**src/design/bivu_pkg.sv**
```systemverilog
package bivu_pkg;

    localparam int TS_W       = 64;
    localparam int PCT_W      = 23;
    localparam int CFG_IDX_W  = 1;
    localparam int SCALE_SH   = 18;
    localparam int PROD_W     = TS_W + 5;
    localparam int DVD_W      = PROD_W + SCALE_SH;
    localparam int CNT_W      = $clog2(DVD_W);

    localparam logic [PCT_W-1:0]     PCT_FULL = PCT_W'(6553600);
    localparam logic [CNT_W-1:0]     DIV_LAST = CNT_W'(DVD_W - 1);
    localparam logic [CFG_IDX_W-1:0] REG_WIN_START = 1'b0;
    localparam logic [CFG_IDX_W-1:0] REG_WIN_END   = 1'b1;

    typedef enum logic {
        ALU_ADD,
        ALU_SUB
    } t_alu_op;

    typedef struct packed {
        t_alu_op         op;
        logic [TS_W-1:0] a;
        logic [TS_W-1:0] b;
    } t_alu_req;

    typedef struct packed {
        logic [TS_W-1:0] res;
        logic            flag;
    } t_alu_rsp;

    typedef enum logic [4:0] {
        S_IDLE,
        S_WE,
        S_ADD,
        S_CLO,
        S_CHI,
        S_CLMS,
        S_CLME,
        S_MRG,
        S_EXT,
        S_LEN,
        S_ACC,
        S_SPAN,
        S_FLEN,
        S_FACC,
        S_CMP,
        S_MUL,
        S_DIV,
        S_DONE
    } t_state;

endpackage

```
**src/design/bivu_evt_if.sv**
```systemverilog
interface bivu_evt_if;
    import bivu_pkg::*;

    logic                   valid;
    logic                   ready;
    logic                   mode;
    logic [TS_W-1:0]        ev_start;
    logic signed [TS_W-1:0] event_duration;

    modport source (output valid, mode, ev_start, event_duration, input ready);
    modport sink   (input valid, mode, ev_start, event_duration, output ready);
endinterface

```
**src/design/bivu_res_if.sv**
```systemverilog
interface bivu_res_if;
    import bivu_pkg::*;

    logic             valid;
    logic             ready;
    logic [TS_W-1:0]  busy_time;
    logic [PCT_W-1:0] utilization_pct;

    modport source (output valid, busy_time, utilization_pct, input ready);
    modport sink   (input valid, busy_time, utilization_pct, output ready);
endinterface

```
**src/design/busy_interval_utilization_top.sv**
```systemverilog
// Event request: dropped in the idle state if the duration is not positive,
// else checked against the window, clipped and merged; one shared 64-bit add/sub unit.
// Finish request: the ratio may need the bit-serial division (one restoring
// step per cycle on the same unit).
// One request at a time; a finished result waits in the output register.
// Synchronous active-low reset clears the window registers and the busy state.
module busy_interval_utilization_top
    import bivu_pkg::*;
(
    input  logic                 i_clk,
    input  logic                 i_rst_n,
    bivu_evt_if.sink             i_evt,
    bivu_res_if.source           o_res,
    input  logic                 i_cfg_we,
    input  logic [CFG_IDX_W-1:0] i_cfg_idx,
    input  logic [TS_W-1:0]      i_cfg_data
);

    logic [TS_W-1:0] r_win_start;
    logic [TS_W-1:0] r_win_end;
    t_alu_req        w_alu_req;
    t_alu_rsp        w_alu_rsp;

    always_ff @(posedge i_clk) begin
        if (!i_rst_n) begin
            r_win_start <= '0;
            r_win_end   <= '0;
        end else if (i_cfg_we) begin
            unique case (i_cfg_idx)
                REG_WIN_START: r_win_start <= i_cfg_data;
                REG_WIN_END:   r_win_end   <= i_cfg_data;
                default: ;
            endcase
        end
    end

    bivu_seq u_seq (
        .i_clk       (i_clk),
        .i_rst_n     (i_rst_n),
        .i_win_start (r_win_start),
        .i_win_end   (r_win_end),
        .i_evt       (i_evt),
        .o_res       (o_res),
        .o_alu_req   (w_alu_req),
        .i_alu_rsp   (w_alu_rsp)
    );

    bivu_alu u_alu (
        .i_req (w_alu_req),
        .o_rsp (w_alu_rsp)
    );

endmodule

```
**src/design/bivu_alu.sv**
```systemverilog
module bivu_alu
    import bivu_pkg::*;
(
    input  t_alu_req i_req,
    output t_alu_rsp o_rsp
);

    logic [TS_W:0] w_sum;

    // flag: carry out on add, borrow (a < b) on subtract
    always_comb begin
        unique case (i_req.op)
            ALU_ADD: w_sum = {1'b0, i_req.a} + {1'b0, i_req.b};
            ALU_SUB: w_sum = {1'b0, i_req.a} - {1'b0, i_req.b};
            default: w_sum = '0;
        endcase
        o_rsp.res  = w_sum[TS_W-1:0];
        o_rsp.flag = w_sum[TS_W];
    end

endmodule

```
**src/design/bivu_seq.sv**
```systemverilog
module bivu_seq
    import bivu_pkg::*;
(
    input  logic              i_clk,
    input  logic              i_rst_n,
    input  logic [TS_W-1:0]   i_win_start,
    input  logic [TS_W-1:0]   i_win_end,
    bivu_evt_if.sink          i_evt,
    bivu_res_if.source        o_res,
    output t_alu_req          o_alu_req,
    input  t_alu_rsp          i_alu_rsp
);

    t_state            r_state, n_state;
    logic              r_mode, n_mode;
    logic [TS_W-1:0]   r_s, n_s;
    logic [TS_W-1:0]   r_e, n_e;
    logic [TS_W-1:0]   r_d, n_d;
    logic [TS_W-1:0]   r_we, n_we;
    logic [TS_W-1:0]   r_span, n_span;
    logic [TS_W-1:0]   r_busy, n_busy;
    logic [TS_W-1:0]   r_tmp, n_tmp;
    logic [TS_W-1:0]   r_open_start, n_open_start;
    logic [TS_W-1:0]   r_open_end, n_open_end;
    logic [TS_W-1:0]   r_sum, n_sum;
    logic              r_have, n_have;
    logic [TS_W-1:0]   r_rem, n_rem;
    logic [PCT_W-1:0]  r_quo, n_quo;
    logic [DVD_W-1:0]  r_dvd, n_dvd;
    logic [CNT_W-1:0]  r_cnt, n_cnt;
    logic [PCT_W-1:0]  r_pct, n_pct;
    logic              r_out_valid, n_out_valid;
    logic [TS_W-1:0]   r_out_busy, n_out_busy;
    logic [PCT_W-1:0]  r_out_pct, n_out_pct;

    logic [TS_W-1:0]   w_res;
    logic              w_flag;
    logic [TS_W-1:0]   w_sat;
    logic [TS_W-1:0]   w_div_a;
    logic              w_take;
    logic [PROD_W-1:0] w_prod;

    assign w_res   = i_alu_rsp.res;
    assign w_flag  = i_alu_rsp.flag;
    assign w_sat   = w_flag ? '1 : w_res;
    assign w_div_a = {r_rem[TS_W-2:0], r_dvd[DVD_W-1]};
    assign w_take  = r_rem[TS_W-1] | ~w_flag;
    // busy * 25, the rest of the scale is a shift
    assign w_prod  = (PROD_W'(r_busy) << 4) + (PROD_W'(r_busy) << 3) + PROD_W'(r_busy);

    assign i_evt.ready           = (r_state == S_IDLE);
    assign o_res.valid           = r_out_valid;
    assign o_res.busy_time       = r_out_busy;
    assign o_res.utilization_pct = r_out_pct;

    always_comb begin
        n_state      = r_state;
        n_mode       = r_mode;
        n_s          = r_s;
        n_e          = r_e;
        n_d          = r_d;
        n_we         = r_we;
        n_span       = r_span;
        n_busy       = r_busy;
        n_tmp        = r_tmp;
        n_open_start = r_open_start;
        n_open_end   = r_open_end;
        n_sum        = r_sum;
        n_have       = r_have;
        n_rem        = r_rem;
        n_quo        = r_quo;
        n_dvd        = r_dvd;
        n_cnt        = r_cnt;
        n_pct        = r_pct;
        n_out_valid  = r_out_valid & ~o_res.ready;
        n_out_busy   = r_out_busy;
        n_out_pct    = r_out_pct;
        o_alu_req.op = ALU_SUB;
        o_alu_req.a  = r_s;
        o_alu_req.b  = r_e;

        unique case (r_state)
            S_IDLE: begin
                if (i_evt.valid) begin
                    n_mode = i_evt.mode;
                    n_s    = i_evt.ev_start;
                    n_d    = $unsigned(i_evt.event_duration);
                    if (i_evt.mode ||
                        (!i_evt.event_duration[TS_W-1] && i_evt.event_duration != '0)) begin
                        n_state = S_WE;
                    end
                end
            end
            S_WE: begin
                o_alu_req.a = i_win_end;
                o_alu_req.b = i_win_start;
                n_we    = w_flag ? i_win_start : i_win_end;
                n_state = r_mode ? S_SPAN : S_ADD;
            end
            S_ADD: begin
                o_alu_req.op = ALU_ADD;
                o_alu_req.a  = r_s;
                o_alu_req.b  = r_d;
                n_e     = w_sat;
                n_state = S_CLO;
            end
            S_CLO: begin
                o_alu_req.a = i_win_start;
                o_alu_req.b = r_e;
                n_state = w_flag ? S_CHI : S_IDLE;
            end
            S_CHI: begin
                o_alu_req.a = r_s;
                o_alu_req.b = r_we;
                n_state = w_flag ? S_CLMS : S_IDLE;
            end
            S_CLMS: begin
                o_alu_req.a = r_s;
                o_alu_req.b = i_win_start;
                if (w_flag) begin
                    n_s = i_win_start;
                end
                n_state = S_CLME;
            end
            S_CLME: begin
                o_alu_req.a = r_we;
                o_alu_req.b = r_e;
                n_e = w_flag ? r_we : r_e;
                if (!r_have) begin
                    n_open_start = r_s;
                    n_open_end   = w_flag ? r_we : r_e;
                    n_have       = 1'b1;
                    n_state      = S_IDLE;
                end else begin
                    n_state = S_MRG;
                end
            end
            S_MRG: begin
                o_alu_req.a = r_open_end;
                o_alu_req.b = r_s;
                n_state = w_flag ? S_LEN : S_EXT;
            end
            S_EXT: begin
                o_alu_req.a = r_open_end;
                o_alu_req.b = r_e;
                if (w_flag) begin
                    n_open_end = r_e;
                end
                n_state = S_IDLE;
            end
            S_LEN: begin
                o_alu_req.a = r_open_end;
                o_alu_req.b = r_open_start;
                n_tmp   = w_res;
                n_state = S_ACC;
            end
            S_ACC: begin
                o_alu_req.op = ALU_ADD;
                o_alu_req.a  = r_sum;
                o_alu_req.b  = r_tmp;
                n_sum        = w_sat;
                n_open_start = r_s;
                n_open_end   = r_e;
                n_state      = S_IDLE;
            end
            S_SPAN: begin
                o_alu_req.a = r_we;
                o_alu_req.b = i_win_start;
                n_span  = w_res;
                n_busy  = r_sum;
                n_state = r_have ? S_FLEN : S_CMP;
            end
            S_FLEN: begin
                o_alu_req.a = r_open_end;
                o_alu_req.b = r_open_start;
                n_tmp   = w_res;
                n_state = w_flag ? S_CMP : S_FACC;
            end
            S_FACC: begin
                o_alu_req.op = ALU_ADD;
                o_alu_req.a  = r_busy;
                o_alu_req.b  = r_tmp;
                n_busy  = w_sat;
                n_state = S_CMP;
            end
            S_CMP: begin
                o_alu_req.a = r_busy;
                o_alu_req.b = r_span;
                if (r_busy == '0) begin
                    n_pct   = '0;
                    n_state = S_DONE;
                end else if (!w_flag) begin
                    n_pct   = PCT_FULL;
                    n_state = S_DONE;
                end else begin
                    n_state = S_MUL;
                end
            end
            S_MUL: begin
                n_dvd   = {w_prod, {SCALE_SH{1'b0}}};
                n_rem   = '0;
                n_quo   = '0;
                n_cnt   = DIV_LAST;
                n_state = S_DIV;
            end
            S_DIV: begin
                // one restoring step per cycle, dividend MSB first
                o_alu_req.a = w_div_a;
                o_alu_req.b = r_span;
                n_rem = w_take ? w_res : w_div_a;
                n_quo = {r_quo[PCT_W-2:0], w_take};
                n_dvd = r_dvd << 1;
                if (r_cnt == '0) begin
                    n_pct   = {r_quo[PCT_W-2:0], w_take};
                    n_state = S_DONE;
                end else begin
                    n_cnt = r_cnt - 1'b1;
                end
            end
            S_DONE: begin
                if (!r_out_valid || o_res.ready) begin
                    n_out_valid  = 1'b1;
                    n_out_busy   = r_busy;
                    n_out_pct    = r_pct;
                    n_open_start = '0;
                    n_open_end   = '0;
                    n_sum        = '0;
                    n_have       = 1'b0;
                    n_state      = S_IDLE;
                end
            end
            default: n_state = S_IDLE;
        endcase
    end

    always_ff @(posedge i_clk) begin
        if (!i_rst_n) begin
            r_state <= S_IDLE;
        end else begin
            r_state <= n_state;
        end
    end

    always_ff @(posedge i_clk) begin
        if (!i_rst_n) begin
            r_open_start <= '0;
            r_open_end   <= '0;
            r_sum        <= '0;
            r_have       <= 1'b0;
            r_out_valid  <= 1'b0;
        end else begin
            r_open_start <= n_open_start;
            r_open_end   <= n_open_end;
            r_sum        <= n_sum;
            r_have       <= n_have;
            r_out_valid  <= n_out_valid;
        end
    end

    always_ff @(posedge i_clk) begin
        r_mode     <= n_mode;
        r_s        <= n_s;
        r_e        <= n_e;
        r_d        <= n_d;
        r_we       <= n_we;
        r_span     <= n_span;
        r_busy     <= n_busy;
        r_tmp      <= n_tmp;
        r_rem      <= n_rem;
        r_quo      <= n_quo;
        r_dvd      <= n_dvd;
        r_cnt      <= n_cnt;
        r_pct      <= n_pct;
        r_out_busy <= n_out_busy;
        r_out_pct  <= n_out_pct;
    end

endmodule

```
**src/flat_wrapper.sv**
```systemverilog
// flat-port wrapper written by rule: the top's interface ports become plain ports
module busy_interval_utilization_top_flat import bivu_pkg::*;
  (i_clk, i_rst_n, i_cfg_we, i_cfg_idx, i_cfg_data, i_evt_valid, i_evt_mode, i_evt_ev_start, i_evt_event_duration, i_evt_ready, o_res_valid, o_res_busy_time, o_res_utilization_pct, o_res_ready);
  bivu_evt_if i_evt_i ();
  bivu_res_if o_res_i ();
  input  logic i_clk;
  input  logic i_rst_n;
  input  logic i_cfg_we;
  input  logic [CFG_IDX_W-1:0] i_cfg_idx;
  input  logic [TS_W-1:0] i_cfg_data;
  input wire logic [$bits(i_evt_i.valid)-1:0] i_evt_valid;
  input wire logic [$bits(i_evt_i.mode)-1:0] i_evt_mode;
  input wire logic [$bits(i_evt_i.ev_start)-1:0] i_evt_ev_start;
  input wire logic [$bits(i_evt_i.event_duration)-1:0] i_evt_event_duration;
  output wire logic [$bits(i_evt_i.ready)-1:0] i_evt_ready;
  output wire logic [$bits(o_res_i.valid)-1:0] o_res_valid;
  output wire logic [$bits(o_res_i.busy_time)-1:0] o_res_busy_time;
  output wire logic [$bits(o_res_i.utilization_pct)-1:0] o_res_utilization_pct;
  input wire logic [$bits(o_res_i.ready)-1:0] o_res_ready;
  assign i_evt_i.valid = i_evt_valid;
  assign i_evt_i.mode = i_evt_mode;
  assign i_evt_i.ev_start = i_evt_ev_start;
  assign i_evt_i.event_duration = i_evt_event_duration;
  assign i_evt_ready = i_evt_i.ready;
  assign o_res_valid = o_res_i.valid;
  assign o_res_busy_time = o_res_i.busy_time;
  assign o_res_utilization_pct = o_res_i.utilization_pct;
  assign o_res_i.ready = o_res_ready;
  busy_interval_utilization_top u_core (.i_clk(i_clk), .i_rst_n(i_rst_n), .i_evt(i_evt_i), .o_res(o_res_i), .i_cfg_we(i_cfg_we), .i_cfg_idx(i_cfg_idx), .i_cfg_data(i_cfg_data));
endmodule
```
**config.mk**
```make
export PLATFORM = sky130hd
export DESIGN_NAME = busy_interval_utilization_top_flat
export DESIGN_NICKNAME = d
export VERILOG_FILES = /design/src/design/bivu_pkg.sv /design/src/design/bivu_evt_if.sv /design/src/design/bivu_res_if.sv /design/src/design/busy_interval_utilization_top.sv /design/src/design/bivu_alu.sv /design/src/design/bivu_seq.sv /design/src/flat_wrapper.sv
export SDC_FILE = /design/constraint.sdc
export NUM_CORES = 2
export LEC_CHECK = 0
export ABC_AREA = 1
export BUFFER_PORTS_ARGS = -buffer_cell sky130_fd_sc_hd__buf_4
export CORE_ASPECT_RATIO = 0.6
export CORE_MARGIN = 5
export CORE_UTILIZATION = 35
export DETAILED_ROUTE_END_ITERATION = 10
export PLACE_DENSITY = 0.51
export SLEW_MARGIN = 20
export SYNTH_ARGS = -nofsm -noshare
export SYNTH_HDL_FRONTEND = slang
export SYNTH_SLANG_ARGS = --single-unit
```
**constraint.sdc**
```tcl
create_clock -name i_clk -period 38 [get_ports i_clk]
set_input_delay 9.5 -clock i_clk [delete_from_list [all_inputs] [get_ports i_clk]]
set_output_delay 9.5 -clock i_clk [all_outputs]
set_load 0.01 [all_outputs]
```
# Word-level counts from Yosys, hierarchy flattened

Index checks and enable logic that the tools add are counted.

Add/subtract/negate cells: 5
Multipliers: 0
Div/mod/pow operators: 0
Magnitude comparators: 0
Eq/ne operators: 26
Shifts and indexed selects: 0
Muxes and demuxes: 46
Bitwise gates (word level): 5
Reduce and logical (&&, ||, !) cells: 32

Operator list:

| operator                                                         | count |
|---|---|
| 128-bit case mux with 14 select lines                            | 1 |
| 64-bit two-way mux                                               | 10 |
| 64-bit case mux with 2 select lines                              | 5 |
| 64-bit case mux with 4 select lines                              | 1 |
| 64-bit case mux with 3 select lines                              | 1 |
| 87-bit case mux with 2 select lines                              | 1 |
| 65-bit case mux with 2 select lines                              | 1 |
| 5-bit case mux with 16 select lines                              | 1 |
| 68-bit by 67-bit adder with 69-bit output                        | 1 |
| 69-bit by 64-bit adder with 69-bit output                        | 1 |
| 23-bit two-way mux                                               | 3 |
| 64-bit by 64-bit adder with 65-bit output                        | 1 |
| 64-bit by 64-bit subtractor with 65-bit output                   | 1 |
| 64-bit zero test                                                 | 1 |
| 64-bit nonzero test                                              | 1 |
| 23-bit case mux with 2 select lines                              | 1 |
| 22-bit case mux with 2 select lines                              | 1 |
| 5-bit by 4-bit == test with 1-bit output (second input constant) | 8 |
| 5-bit two-way mux                                                | 6 |
| 5-bit by 3-bit == test with 1-bit output (second input constant) | 4 |
| 2-bit inequality test (second input constant)                    | 7 |
| 7-bit case mux with 2 select lines                               | 1 |
| 2-bit AND reduction                                              | 7 |
| 2-bit nonzero test                                               | 7 |
| 26 further kinds                                                 | 42 |

Flip-flop bits (word level): 1,066
Latch bits: 0
Bits in writable memories: 0
Bits in read-only memories: 0
Logic and storage cells: 137
Memories: 0

# Longest topological paths before layout

Depth after elaboration: 9
Gate-level depth with buffers: 42
Depth with buffers taken out: 39

# Modules after synthesis

Synthesis repeated with hierarchy kept, for this count alone.

Cells, all modules: 9,278
Area total of the unflattened synthesis: 66,956.7 µm²

Modules (own cells, without submodules):

| module                        | instances | cells an instance | area an instance (µm²) | seq. area each (µm²) |
|---|---|---|---|---|
| bivu_seq                      | 1         | 6,743             | 53,654.0               | 25,634.6 |
| bivu_alu                      | 1         | 1,838             | 8,331.7                | 0.0 |
| busy_interval_utilization_top | 1         | 697               | 4,971.0                | 2,562.5 |

# Worst setup path before layout

No wires, ideal clock.

Path type: input-to-reg
Start point: input port o_res_ready
End point: register u_core.u_seq.r_sum[10]
Library setup time: 0.132 ns
Arrival: 14.469 ns
Required time: 37.868 ns
Slack: 23.399 ns
Stages: 6
Buffers on the path: 1
Cells stage by stage: nor2_1 -> nor2_1 -> nor2_1 -> clkbuf_1 -> nand2_1 -> a21oi_1

Longest elaborated chain between the ends: 3

RTL lines:

| item                            | RTL line           | source |
|---|---|---|
| start, declared                 | flat_wrapper.sv:19 | `input wire logic [$bits(o_res_i.ready)-1:0] o_res_ready;` |
| 1-bit logical OR                | bivu_seq.sv:221    | `if (!r_out_valid \|\| o_res.ready) begin` |
| 2-bit inequality test (no line) | -                  |  |
| 2-bit AND reduction (no line)   | -                  |  |
| end signal, assigned            | bivu_seq.sv:254    | `r_sum <= n_sum;` |
| end, declared                   | bivu_seq.sv:25     | `logic [TS_W-1:0] r_sum, n_sum;` |

Every way passes these cells.
A chain may end at the register's enable or synchronous reset.

# Worst setup path after layout

Start point: register u_core.u_seq.r_state[1]
End point: output port i_evt_ready

Longest elaborated chain between the ends: 1

RTL lines:

| item                   | RTL line           | source |
|---|---|---|
| start, declared        | bivu_seq.sv:14     | `t_state r_state, n_state;` |
| start signal, assigned | bivu_seq.sv:240    | `r_state <= n_state;` |
| 5-bit zero test        | bivu_seq.sv:51     | `assign i_evt.ready = (r_state == S_IDLE);` |
| end, declared          | flat_wrapper.sv:15 | `output wire logic [$bits(i_evt_i.ready)-1:0] i_evt_ready;` |

Every way passes these cells.

==> results.cfg <==
[status]
status = completed

[floorplanning]
die_y_um = 337.4
dieArea_um2 = 187400
start_util_pct = 35.14
num_rows = 120
core-area_um2 = 177900
die_w_um = 555.6
num_io_pins = 288

[grt]
grt_use_total_pct = 30.15
antenna_found_initial = 4
grt_overflow_total = 0
grt_first_pass_wirelength_um = 411400
grt_max_degree = 100
grt_pass1_vias = 55080

[timing]
worst_pin_slew_ps = 1292
timing.slew.headroom_pct = 13.24
fin_setup_tns_ps = 0
skew_ps = 27.21
fmax_mhz = 78.38
rsz0062_at_grt = no
period_share_pct = 33.57
finalSetupViolCount = 0
maxSlewViolCount = 0
finalHoldViolCount = 0
min_period_ps = 12760
post-route-worst-setup-slack_ps = 25240

[finish]
fin_nets = 8692
drive_above_1_share_pct = 8.192
final_cell_mix = nand2_1 (2532), nor2_1 (972), inv_1 (744)
layout_commonest_cell = nand2_1
synthToLayoutAreaGrowth_pct = 13.30
num-fill-cells = 18380

[clocking]
clkSinkCount = 1048
cts_max_level = 3
cts_tree = yes
clock_latency_ps = 770
cts_buffer_depth = 3
cts_buffers = 112
ctsHoldBuffers = 0
path_clk_slew_ps = 70
postCtsSetupRepairBufs = 0
cts-root-buf = clkbuf_16
cts.repair.resized = 0

[critical_path]
criticalPathCategory = reg -> out
cp.required_ps = 28500
cpPeakStageDelay_ps = 720
slowest_stage = nor2_1
worst_path_dominant_cell_family = simple AND/OR/NAND/NOR gates
path_buf_inv = 2
cp-start-kind = flip-flop
cp.arrival_ps = 3260
path_cells = inv_1, nand2_1, nor2_1, buf_4
worstSetupEndpointType = output port
crit_fanout = 11

[synthesis]
synth_edf_count = 721
async_reset_ff_share_pct = 0
synth.yosys.seq_area_share_pct = 45.10
synth_cells = 8164
synth_cell_types = 51
syn_avg_cell_area_um2 = 7.657
synth_area_um2 = 62510
syn_nets = 8592
synth_warnings = 0
synth_flop_cell = edfxtp_1
synth-seq-cells = 1048

[detailed_routing]
drcViolationCount = 0
drt_iter0_markers = 9011
wl_per_cell_um = 27.33
first_pass_iters = 7
drt-total-wl_um = 293600
vias = 60800
ant_nets = 0
viasPerCell = 5.659

[flow_run]
maxCapViolCount = 0

[power_and_ir_drop]
p_leak_nw = 29.39
power_mw = 7.488
comb_power_share_pct = 60.0
p_int_mw = 3.396
switchingPower_mw = 4.092
sequentialPowerShare_pct = 23.9
power_density_nw_per_um2 = 105.7
ir_worst_vdd_v = 0.0001238
p_clk_share_pct = 16.1
p_sw_share_pct = 54.64

[placement]
dp_slack_ps = 25420
routabilityCongestion = 1.028
port_buffers = 287
hpwl_um = 203900

[min_path]
min_path_type = reg -> reg
[kinds of logic after synthesis]
family	synth area share, %
compound gates	11.50
fa+ha+maj	5.328
xor+xnor	2.214
simple gates	28.25
buf+inv	7.603
flops	45.10
[power groups by stage]
stage / clock network [mW] / logic (mW) / registers (mW)
floorplan: 0 / 2.73 / 1.75
global placement: 0 / 4.29 / 1.81
detailed placement: 0 / 4.30 / 1.81
CTS: 1.22 / 4.32 / 1.78
global route: 1.27 / 4.77 / 1.80
finish: 1.20 / 4.49 / 1.79
[stage by stage]
step                      hold slack [ps]  cells  cell area (um^2)  util (%)
final                               415.1  10740             70830     39.81
after global routing                423.8  10740             70820     39.81
after CTS                           419.5  10740             70790     39.79
after detailed placement            404.5  10530             66870     37.58
after global placement              402.0  10530             66860     37.58
after floorplan                     400.3   8164             62520         -
[cell type report]
| cell class | instances | area [um^2] | share of cell area, % |
|---|---|---|---|
| clock buffer | 146 | 3114 | 4.397 |
| clock inverter | 66 | 808.3 | 1.141 |
| sequential | 1048 | 28200 | 39.81 |
| timing repair buffer | 396 | 3047 | 4.301 |
| tap | 2379 | 2977 | 4.202 |
| antenna | 3 | 7.507 | 0.01060 |
| multi-input combinational | 5946 | 29800 | 42.08 |
| inverter | 760 | 2875 | 4.059 |
[worst paths after layout]
| check | from | end | slack [ps] | cells after the start |
|---|---|---|---|---|
| worst max-delay path | u_core.u_seq.r_state[1] | i_evt_ready | 25240 | 4 |
| worst min-delay path | u_core.u_seq.r_pct[13] | u_core.u_seq.o_res.utilization_pct[13] | 420 | 0 |
| worst max register to register | u_core.u_seq.r_state[1] | u_core.u_seq.r_open_end[43] | 26120 | 36 |
| worst min register to register | u_core.u_seq.r_pct[13] | u_core.u_seq.o_res.utilization_pct[13] | 420 | 0 |
[synthesized netlist by cell type (all sizes together), types with 3 or more instances]
library cell  number  area share (%)
buf              192             1.7
a21o              13            0.16
ha               167             3.3
nor2            1003             6.1
or2               16            0.16
xnor2             61            0.85
a22oi             64            0.77
dfxtp            327              10
inv              759             4.6
xor2              97             1.4
a21oi            440             3.5
o22ai             62            0.62
nor3              50            0.43
o21bai            11            0.13
a31oi             95            0.95
fa                62             2.0
nand3            428             3.5
o21ai            424             3.4
o211ai            16            0.19
o2111ai           18            0.25
nand2           2554              15
o221ai             5           0.070
clkbuf           218             1.3
nand4            228             2.3
edfxtp           721              35
o21a              18            0.22
a221o             60            0.96
a21boi             8           0.096
a211oi             5           0.060
a221oi             3           0.042
nor4              26            0.26
nand3b             3           0.036
[metal layers]
layer / track usage, % / vias to the layer above / part of all wire, %
met1: 47.00 / 29240 / 46
met3: 7.093 / 393 / 12
met5: 0 / - / 0
met4: 8.384 / 0 / 3.2
met2: 40.77 / 3782 / 38
li1: - / 27380 / -
[registers in the layout (all words and copies together), names as in the netlist, 64 cells and up]
| name | flops |
|---|---|
| u_core.u_seq.r_dvd | 69 |
| u_core.r_win_end | 64 |
| u_core.r_win_start | 64 |
| u_core.u_seq.o_res.busy_time | 64 |
| u_core.u_seq.r_busy | 64 |
| u_core.u_seq.r_d | 64 |
| u_core.u_seq.r_e | 64 |
| u_core.u_seq.r_open_end | 64 |
| u_core.u_seq.r_open_start | 64 |
| u_core.u_seq.r_rem | 64 |
| u_core.u_seq.r_s | 64 |
| u_core.u_seq.r_span | 64 |
| u_core.u_seq.r_sum | 64 |
| u_core.u_seq.r_tmp | 64 |
| u_core.u_seq.r_we | 64 |
Note: power is estimated with default switching activity, not from simulation.
